File: config.mk
export PLATFORM = sky130hd
export DESIGN_NAME = integer_expression_evaluator_core
export DESIGN_NICKNAME = d
export VERILOG_FILES = /design/src/hw/rtl/iee_pkg.sv /design/src/hw/rtl/iee_muldiv.sv /design/src/hw/rtl/integer_expression_evaluator_core.sv
export VERILOG_INCLUDE_DIRS = /design/src /design/src/hw/rtl
export SDC_FILE = /design/constraint.sdc
export NUM_CORES = 1
export LEC_CHECK = 0
export BUFFER_PORTS_ARGS = -buffer_cell sky130_fd_sc_hd__buf_2
export CORE_AREA = 4 4 193 177
export CTS_BUF_LIST = sky130_fd_sc_hd__clkbuf_16
export DETAILED_ROUTE_END_ITERATION = 10
export DIE_AREA = 0 0 197 181
export PLACE_DENSITY_LB_ADDON = 0.12
export SLEW_MARGIN = 20
export SYNTH_ARGS = -nofsm -noshare
export SYNTH_HDL_FRONTEND = slang
export SYNTH_SLANG_ARGS = --single-unit
File: constraint.sdc
create_clock -name clock -period 9.9 [get_ports clock]
set_input_delay 0.99 -clock clock [delete_from_list [all_inputs] [get_ports clock]]
set_output_delay 0.99 -clock clock [all_outputs]
set_load 0.05 [all_outputs]
File: src/hw/rtl/assert_macros.svh
// Assertion macros shared by the RTL of the expression evaluator.
// Depends on nothing; the checks vanish when SYNTHESIS is defined.
`ifndef ASSERT_MACROS_SVH
`define ASSERT_MACROS_SVH
`ifndef SYNTHESIS
`define ASSERT_IMPLIES(label, clk, rst, ante, cons) \
   label: assert property (@(posedge clk) disable iff (rst) (ante) |-> (cons)) \
      else $error("assertion failed");
`define ASSERT_NEXT(label, clk, rst, ante, cons) \
   label: assert property (@(posedge clk) disable iff (rst) (ante) |=> (cons)) \
      else $error("assertion failed");
`else
`define ASSERT_IMPLIES(label, clk, rst, ante, cons)
`define ASSERT_NEXT(label, clk, rst, ante, cons)
`endif
`endif

File: src/hw/rtl/iee_pkg.sv
// Shared types and constants of the integer expression evaluator.
// Used by the iterative multiply/divide unit and by the top level.
package iee_pkg;

   localparam int VALUE_WIDTH   = 32;
   localparam int RESULT_WIDTH  = 32;
   localparam int OPERAND_WIDTH = 31;
   localparam int COMMAND_WIDTH = 3;
   localparam int STATUS_WIDTH  = 2;
   localparam int CNT_WIDTH     = $clog2(VALUE_WIDTH);

   typedef enum logic [COMMAND_WIDTH-1:0] {
      CMD_OPERAND = 3'd0,
      CMD_ADD     = 3'd1,
      CMD_SUB     = 3'd2,
      CMD_MUL     = 3'd3,
      CMD_DIV     = 3'd4,
      CMD_END     = 3'd5
   } cmd_type;

   typedef enum logic [STATUS_WIDTH-1:0] {
      ST_OK        = 2'd0,
      ST_DIVZERO   = 2'd1,
      ST_MALFORMED = 2'd2
   } status_type;

   typedef enum logic [1:0] {
      OP_NONE = 2'd0,
      OP_MUL  = 2'd1,
      OP_DIV  = 2'd2
   } mulop_type;

   typedef struct packed {
      logic                   start;
      logic                   is_div;
      logic [VALUE_WIDTH-1:0] a;
      logic [VALUE_WIDTH-1:0] b;
   } unit_req_type;

   typedef struct packed {
      logic                   done;
      logic [VALUE_WIDTH-1:0] value;
   } unit_rsp_type;

endpackage

File: src/hw/rtl/iee_muldiv.sv
// Iterative multiply/divide unit: one bit per cycle through one shared adder.
// Depends on iee_pkg for widths and the request/response structs.
module iee_muldiv (
   input  logic                 clock,
   input  logic                 reset,
   input  iee_pkg::unit_req_type unit_req,
   output iee_pkg::unit_rsp_type unit_rsp
);
   import iee_pkg::*;

   typedef enum logic [1:0] {U_IDLE, U_RUN, U_FIN} ustate_type;

   ustate_type             state_ff, state_in;
   logic [CNT_WIDTH-1:0]   count_ff, count_in;
   logic                   is_div_ff, is_div_in;
   logic                   negate_ff, negate_in;
   logic                   done_ff, done_in;
   logic [VALUE_WIDTH-1:0] acc_ff, acc_in;
   logic [VALUE_WIDTH-1:0] work_ff, work_in;
   logic [VALUE_WIDTH-1:0] opd_ff, opd_in;

   logic [VALUE_WIDTH-1:0] a_mag, b_mag, rem_shift, add_x, add_y;
   logic [VALUE_WIDTH:0]   add_sum;
   logic                   ge;

   assign a_mag = unit_req.a[VALUE_WIDTH-1] ? (~unit_req.a + VALUE_WIDTH'(1)) : unit_req.a;
   assign b_mag = unit_req.b[VALUE_WIDTH-1] ? (~unit_req.b + VALUE_WIDTH'(1)) : unit_req.b;

   // Division shifts the next dividend bit into the remainder and trial-subtracts;
   // multiplication adds the shifted multiplicand. Both use the same adder.
   assign rem_shift = {acc_ff[VALUE_WIDTH-2:0], work_ff[VALUE_WIDTH-1]};
   assign add_x     = is_div_ff ? rem_shift : acc_ff;
   assign add_y     = is_div_ff ? ~opd_ff : opd_ff;
   assign add_sum   = {1'b0, add_x} + {1'b0, add_y} + (VALUE_WIDTH+1)'(is_div_ff);
   assign ge        = add_sum[VALUE_WIDTH];

   always_comb begin
      state_in  = state_ff;
      count_in  = count_ff;
      is_div_in = is_div_ff;
      negate_in = negate_ff;
      done_in   = 1'b0;
      acc_in    = acc_ff;
      work_in   = work_ff;
      opd_in    = opd_ff;
      case (state_ff)
         U_IDLE: begin
            if (unit_req.start) begin
               state_in  = U_RUN;
               count_in  = '0;
               is_div_in = unit_req.is_div;
               acc_in    = '0;
               negate_in = unit_req.a[VALUE_WIDTH-1] ^ unit_req.b[VALUE_WIDTH-1];
               if (unit_req.is_div) begin
                  work_in = a_mag;
                  opd_in  = b_mag;
               end else begin
                  work_in = unit_req.b;
                  opd_in  = unit_req.a;
               end
            end
         end
         U_RUN: begin
            if (is_div_ff) begin
               acc_in  = ge ? add_sum[VALUE_WIDTH-1:0] : rem_shift;
               work_in = {work_ff[VALUE_WIDTH-2:0], ge};
            end else begin
               if (work_ff[0]) begin
                  acc_in = add_sum[VALUE_WIDTH-1:0];
               end
               work_in = work_ff >> 1;
               opd_in  = opd_ff << 1;
            end
            count_in = count_ff + CNT_WIDTH'(1);
            if (count_ff == CNT_WIDTH'(VALUE_WIDTH - 1)) begin
               state_in = U_FIN;
            end
         end
         U_FIN: begin
            if (is_div_ff) begin
               acc_in = negate_ff ? (~work_ff + VALUE_WIDTH'(1)) : work_ff;
            end
            done_in  = 1'b1;
            state_in = U_IDLE;
         end
         default: begin
            state_in = U_IDLE;
         end
      endcase
   end

   always_ff @(posedge clock) begin
      if (reset) begin
         state_ff <= U_IDLE;
         done_ff  <= 1'b0;
      end else begin
         state_ff <= state_in;
         done_ff  <= done_in;
      end
      count_ff  <= count_in;
      is_div_ff <= is_div_in;
      negate_ff <= negate_in;
      acc_ff    <= acc_in;
      work_ff   <= work_in;
      opd_ff    <= opd_in;
   end

   assign unit_rsp.done  = done_ff;
   assign unit_rsp.value = acc_ff;

endmodule

File: src/hw/rtl/integer_expression_evaluator_core.sv
// Top level of the integer expression evaluator: token sequencer and result register.
// Depends on iee_pkg, iee_muldiv and assert_macros.svh.

// Evaluates an infix expression of non-negative operands and + - * / tokens, with
// multiply and divide binding tighter, left to right, wrapping on 32 bits and
// truncating division toward zero. Each request is one token; an end token yields
// one response with the value and a status (0 ok, 1 division by zero, 2 bad token
// order or unknown code; value 0 on error) and clears the evaluator. Operator
// tokens, plain operands and the end token do not hold up the next request. An
// operand that follows * or / goes through the shared shift-add / restoring-divide
// unit, one bit per cycle, and the block takes no new request until the unit is
// done. A divide by zero is flagged at once without using the unit. An end token
// also waits while an earlier response is still held by the receiver.
module integer_expression_evaluator_core (
   input  logic                             clock,
   input  logic                             reset,
   input  logic                             req_valid,
   output logic                             req_stall,
   input  logic [iee_pkg::COMMAND_WIDTH-1:0] req_command,
   input  logic [iee_pkg::OPERAND_WIDTH-1:0] req_operand_value,
   output logic                             rsp_valid,
   input  logic                             rsp_stall,
   output logic signed [iee_pkg::RESULT_WIDTH-1:0] rsp_result_value,
   output logic [iee_pkg::STATUS_WIDTH-1:0]  rsp_status
);
   import iee_pkg::*;

`include "assert_macros.svh"

   typedef enum logic {S_IDLE, S_BUSY} state_type;

   state_type              state_ff, state_in;
   logic [VALUE_WIDTH-1:0] sum_ff, sum_in;
   logic [VALUE_WIDTH-1:0] term_ff, term_in;
   logic                   neg_ff, neg_in;
   mulop_type              mulop_ff, mulop_in;
   logic                   expect_ff, expect_in;
   status_type             err_ff, err_in;
   logic                   rsp_valid_ff, rsp_valid_in;
   logic [RESULT_WIDTH-1:0] rsp_value_ff, rsp_value_in;
   status_type             rsp_status_ff, rsp_status_in;

   logic                   req_accept;
   logic [VALUE_WIDTH-1:0] operand;
   logic [VALUE_WIDTH-1:0] total;
   status_type             end_status;
   unit_req_type           unit_req;
   unit_rsp_type           unit_rsp;

   function automatic status_type flag_error(status_type cur, status_type code);
      flag_error = (cur == ST_OK) ? code : cur;
   endfunction

   assign operand    = VALUE_WIDTH'(req_operand_value);
   // Running sum plus the signed pending term, negation folded into the carry-in.
   assign total      = sum_ff + (neg_ff ? ~term_ff : term_ff) + VALUE_WIDTH'(neg_ff);
   assign end_status = expect_ff ? flag_error(err_ff, ST_MALFORMED) : err_ff;

   assign req_stall  = (state_ff != S_IDLE) ||
                       (rsp_valid_ff && rsp_stall && (req_command == CMD_END));
   assign req_accept = req_valid && !req_stall;

   assign unit_req.start  = req_accept && (cmd_type'(req_command) == CMD_OPERAND) &&
                            expect_ff && ((mulop_ff == OP_MUL) ||
                            ((mulop_ff == OP_DIV) && (operand != '0)));
   assign unit_req.is_div = (mulop_ff == OP_DIV);
   assign unit_req.a      = term_ff;
   assign unit_req.b      = operand;

   iee_muldiv u_muldiv (
      .clock    (clock),
      .reset    (reset),
      .unit_req (unit_req),
      .unit_rsp (unit_rsp)
   );

   always_comb begin
      state_in      = state_ff;
      sum_in        = sum_ff;
      term_in       = term_ff;
      neg_in        = neg_ff;
      mulop_in      = mulop_ff;
      expect_in     = expect_ff;
      err_in        = err_ff;
      rsp_valid_in  = rsp_valid_ff && rsp_stall;
      rsp_value_in  = rsp_value_ff;
      rsp_status_in = rsp_status_ff;

      if (state_ff == S_BUSY) begin
         if (unit_rsp.done) begin
            term_in   = unit_rsp.value;
            mulop_in  = OP_NONE;
            expect_in = 1'b0;
            state_in  = S_IDLE;
         end
      end else if (req_accept) begin
         case (cmd_type'(req_command))
            CMD_OPERAND: begin
               if (!expect_ff) begin
                  err_in = flag_error(err_ff, ST_MALFORMED);
               end else if (unit_req.start) begin
                  state_in = S_BUSY;
               end else begin
                  if (mulop_ff == OP_DIV) begin
                     err_in = flag_error(err_ff, ST_DIVZERO);
                  end else begin
                     term_in = operand;
                  end
                  mulop_in  = OP_NONE;
                  expect_in = 1'b0;
               end
            end
            CMD_ADD, CMD_SUB: begin
               if (expect_ff) begin
                  err_in = flag_error(err_ff, ST_MALFORMED);
               end else begin
                  sum_in    = total;
                  term_in   = '0;
                  neg_in    = (cmd_type'(req_command) == CMD_SUB);
                  expect_in = 1'b1;
               end
            end
            CMD_MUL, CMD_DIV: begin
               if (expect_ff) begin
                  err_in = flag_error(err_ff, ST_MALFORMED);
               end else begin
                  mulop_in  = (cmd_type'(req_command) == CMD_MUL) ? OP_MUL : OP_DIV;
                  expect_in = 1'b1;
               end
            end
            CMD_END: begin
               rsp_valid_in  = 1'b1;
               rsp_status_in = end_status;
               rsp_value_in  = (end_status == ST_OK) ?
                               RESULT_WIDTH'($signed(total)) : '0;
               sum_in        = '0;
               term_in       = '0;
               neg_in        = 1'b0;
               mulop_in      = OP_NONE;
               expect_in     = 1'b1;
               err_in        = ST_OK;
            end
            default: begin
               err_in = flag_error(err_ff, ST_MALFORMED);
            end
         endcase
      end
   end

   always_ff @(posedge clock) begin
      if (reset) begin
         state_ff     <= S_IDLE;
         sum_ff       <= '0;
         term_ff      <= '0;
         neg_ff       <= 1'b0;
         mulop_ff     <= OP_NONE;
         expect_ff    <= 1'b1;
         err_ff       <= ST_OK;
         rsp_valid_ff <= 1'b0;
      end else begin
         state_ff     <= state_in;
         sum_ff       <= sum_in;
         term_ff      <= term_in;
         neg_ff       <= neg_in;
         mulop_ff     <= mulop_in;
         expect_ff    <= expect_in;
         err_ff       <= err_in;
         rsp_valid_ff <= rsp_valid_in;
      end
      rsp_value_ff  <= rsp_value_in;
      rsp_status_ff <= rsp_status_in;
   end

   assign rsp_valid        = rsp_valid_ff;
   assign rsp_result_value = rsp_value_ff;
   assign rsp_status       = rsp_status_ff;

   `ASSERT_IMPLIES(a_busy_stalls, clock, reset, state_ff == S_BUSY, req_stall)
   `ASSERT_IMPLIES(a_done_when_busy, clock, reset, unit_rsp.done, state_ff == S_BUSY)
   `ASSERT_IMPLIES(a_error_zero_value, clock, reset,
      rsp_valid_ff && (rsp_status_ff != ST_OK), rsp_value_ff == '0)
   `ASSERT_NEXT(a_first_error_sticks, clock, reset,
      (err_ff != ST_OK) && !(req_accept && (req_command == CMD_END)), err_ff == $past(err_ff))

endmodule

==> results.md <==
- Worst Path Required: 10.18 ns
- Worst-path clk slew: 0.06 ns
- Status: finished clean
- Lkg Pwr: 6.25 nW
- CTS Hold Buffers Added: 0
- Effective utilization at floorplan: 0.471
- TritonCTS buffer count: 26
- Worst slew pin tran: 1.10 ns
- Synth warn: 0
- Commonest non-fill, non-tap cell in the layout: nor2_1
- Final TNS setup: 0 ns
- Psw: 0.554 mW
- Post-synth ARST share: 0
- Final net count: around 1800
- Post-Syn Area: 0.0152 sq mm
- Post_cts resized: 0
- DR vias/cell: 6.06
- Part of the power in combinational logic: 0.095
- Drt drc: 0
- Post-synth EDFFs: roughly 140
- Ports: 74
- Power Dens Cells: 131 mW/mm^2
- # fillers: ~3100
- Initial drt markers: 1289
- Hpwl dp: 31.0 mm
- R2r setup slk: 4.57 ns
- Syn_nets: ~1800
- Die Y-Extent: 181 um
- Critical path capture point type: flip-flop
- Setup bufs post-CTS: 0
- Kind of cell adding the most delay to the critical path: compound AO/OA/AOI/OAI gates
- Port-buffer cells: 73
- Hold endpoint: sum_ff[27]$_SDFFE_PP0P_
- Post-DR wirelength/cell: 20.0 um
- CTS Root Cell: clkbuf_16
- Die X: 197 um
- Final period utilization: 0.539
- Seq cells post-synth: 212
- Synth top area cells: edfxtp_1 (27%), dfxtp_1 (9.9%), xor2_1 (7.1%), ha_1 (5.6%), mux2i_1 (4.5%)
- Setup Viol. Count Final: 0
- Share of layout cells above drive strength 1: 0.118
- Post-synth top flop: edfxtp_1
- Max_cap viols: 0
- Vias post-DR: 12800
- Total grt overflow: 0
- GRT Total Usage: 0.229
- Final Hold Vio Count: 0
- Avg Cell Area, Syn: 9.10 sq um
- CORE AREA: 0.0323 sq mm
- TritonRoute pass-1 iters: 5
- Slowest stage cell, crit path: and2_2
- Placer Congestion: slightly below 0.9
- CTS max path bufs: 3
- Die area: 0.0357 sq mm
- Crit-path max cell delay: 0.85 ns
- Worst setup margin: 4.57 ns
- Critical path data arrival time: 5.62 ns
- Critical-path maximum fanout: 54
- Critical-path cell list: buf_4 -> buf_4 -> mux2_2 -> ha_1 -> a21o_1 -> a21o_1 -> a211o_1 -> a21o_1 -> a221oi_2 -> and2_2 -> a2111oi_0 -> or3_1
- Sequential cell area fraction in the yosys report: 0.369
- Yosys top cell area share: 0.270
- FF-to-FF path depth: 12
- RSZ-0062 raised after global routing: no
- Maximum clock frequency: 0.187 GHz
- Most frequent cells in the layout: nor2_1 (157), edfxtp_1 (137), a21oi_1 (127), xor2_1 (123), nand2_1 (106)
- Hold_ws: between 0.4 and 0.5 ns
- Synth-to-layout area growth: 9.86%
- Type of the worst setup path: reg -> reg
- Place WS: 4.58 ns
- Reg2reg end: u_muldiv.acc_ff[25]$_DFFE_PP_
- Worst r2r src: u_muldiv.is_div_ff$_DFFE_PP_
- Net Sw Frac: 0.253
- Clock latency on the worst-skew pair: 0.56 ns
- Hold_sp: sum_ff[27]$_SDFFE_PP0P_
- Vias in the first global route: approximately 12000
- Site Rows: 63
- Hold Path Cell Cnt: 2
- Synth area leader: edfxtp_1
- CTS HTree Levels: 1
- CTS tree: built
- Largest net degree at the start of global routing: 81
- Post-synth cell types: between 70 and 80
- Internal power: 1.64 mW
- CTS Sinks: 212
- Drt total wl: about 42 mm
- Startpoint Class: flip-flop
- Max VDD drop: 0.000130 V
- Initial antenna violation count: 0
- Worst Skew: 0.0304 ns
- Min-Delay Path Class: reg -> reg
- First-pass GRT wire length: around 67 mm
- Part of the power in registers: 0.446
- Relative slew slack: 0.265
- DRT antenna net count: 0
- Clock power frac: 0.460
- Most common cell on crit path: a21o_1
- Final min period: approximately 5.3 ns
- Cells after Synth: 1675
- Buf+Inv Stages, Crit Path: 2
- Diode count: 0
- Fin. max-slew vios: 0
cell type report:
class,count,area (sq um),share of cell area
Sequential cell,212,5620,0.336
Inverter,36,135,0.00807
Clock inverter,22,248,0.0148
Tap cell,422,528,0.0315
Clock buffer,26,651,0.0389
Multi-Input combinational cell,1302,9040,0.540
Timing Repair Buffer,91,520,0.0311
cell families (layout without fill, tap and decap cells):
group                      count (synthesis)  in the layout  synth area share
AOI/OAI and AO/OA                        509            509             0.219
xor gates and xnor gates                 181            181             0.104
adders and majority gates                 70             70            0.0585
buffers and inverters                    161            175            0.0421
DFF                                      212            212             0.369
muxes                                    102            102            0.0700
and+or+nand+nor                          440            440             0.138
worst max-delay path by stage:
| stage | start | end | slack, ns | cells after the start |
|---|---|---|---|---|
| finish | u_muldiv.is_div_ff$_DFFE_PP_ | u_muldiv.acc_ff[25]$_DFFE_PP_ | 4.57 | 12 |
| global route | u_muldiv.is_div_ff$_DFFE_PP_ | u_muldiv.acc_ff[31]$_DFFE_PP_ | 4.23 | 13 |
| CTS | u_muldiv.is_div_ff$_DFFE_PP_ | u_muldiv.acc_ff[25]$_DFFE_PP_ | 4.57 | 12 |
| detailed placement | u_muldiv.is_div_ff$_DFFE_PP_ | u_muldiv.acc_ff[25]$_DFFE_PP_ | 4.58 | 12 |
| global placement | u_muldiv.is_div_ff$_DFFE_PP_ | u_muldiv.acc_ff[25]$_DFFE_PP_ | 4.72 | 12 |
| floorplan | u_muldiv.state_ff[1]$_SDFFE_PP0P_ | u_muldiv.opd_ff[0]$_SDFFCE_PP0P_ | 3.34 | 6 |
worst min-delay path, delay by kind of cell, from the launching register on:
kind | cells | cell delay (ns)
and+or+nand+nor | 1 | 0.05
AOI/OAI and AO/OA | 1 | 0.05
DFF | 1 | 0.34
layer usage:
layer | share of wire | GRT usage | vias up
met5 | 0 | 0 | -
met4 | 0.026 | 0.0580 | 0
met3 | 0.079 | 0.0401 | 56
met2 | 0.42 | 0.325 | 484
met1 | 0.48 | 0.357 | 6048
li1 | - | - | 6198
cell usage after synthesis (5+ instances only):
cell type  instances
a21o_1            43
mux2_2            33
a22o_1            11
o22ai_1           29
a32oi_1            9
nor2_1           157
nand4_1           15
a211oi_1          55
xor2_1           123
edfxtp_1         137
nand3_1           25
inv_1             36
o21ai_1            5
or4_1             10
o211ai_1           6
buf_1             16
and3_1            12
and2_1             8
clkbuf_1         100
dfxtp_1           75
mux2i_1           68
o41ai_1           12
nor2b_1           25
a21oi_1          128
o21bai_1           6
nor4_1            14
ha_1              68
xnor2_1           58
o31ai_1           18
nand2b_1          15
o21ai_0          100
nand2_1          106
a31oi_1           11
a22oi_1           35
o221ai_1           5
or3_1              8
nor3_1            24
power by group through the flow:
stage               Clock [mW]  Combinational [mW]  Sequential [mW]
finish                    1.01               0.208            0.976
global route              1.07               0.229            0.979
CTS                       1.03               0.206            0.976
detailed placement           0               0.204            0.995
global placement             0               0.203            0.994
floorplan                    0               0.150            0.988
registers in the layout, indices dropped and copies added (netlist names):
name	cells
mulop_ff	2
err_ff	2
u_muldiv.done_ff	1
u_muldiv.work_ff	32
u_muldiv.state_ff	2
term_ff	32
rsp_status	2
u_muldiv.negate_ff	1
u_muldiv.count_ff	5
rsp_result_value	32
u_muldiv.acc_ff	32
state_ff	1
rsp_valid	1
u_muldiv.opd_ff	32
neg_ff	1
expect_ff	1
u_muldiv.is_div_ff	1
sum_ff	32
through the flow:
stage                util  total power, mW  instances  instance area, sq um
floorplan               -             1.14       1675                 15200
global placement    0.489             1.20       2062                 15800
detailed placement  0.490             1.20       2063                 15800
CTS                 0.518             2.21       2111                 16700
global route        0.518             2.27       2111                 16700
finish              0.518             2.19       2111                 16700
(Power assumes the default switching activity.)
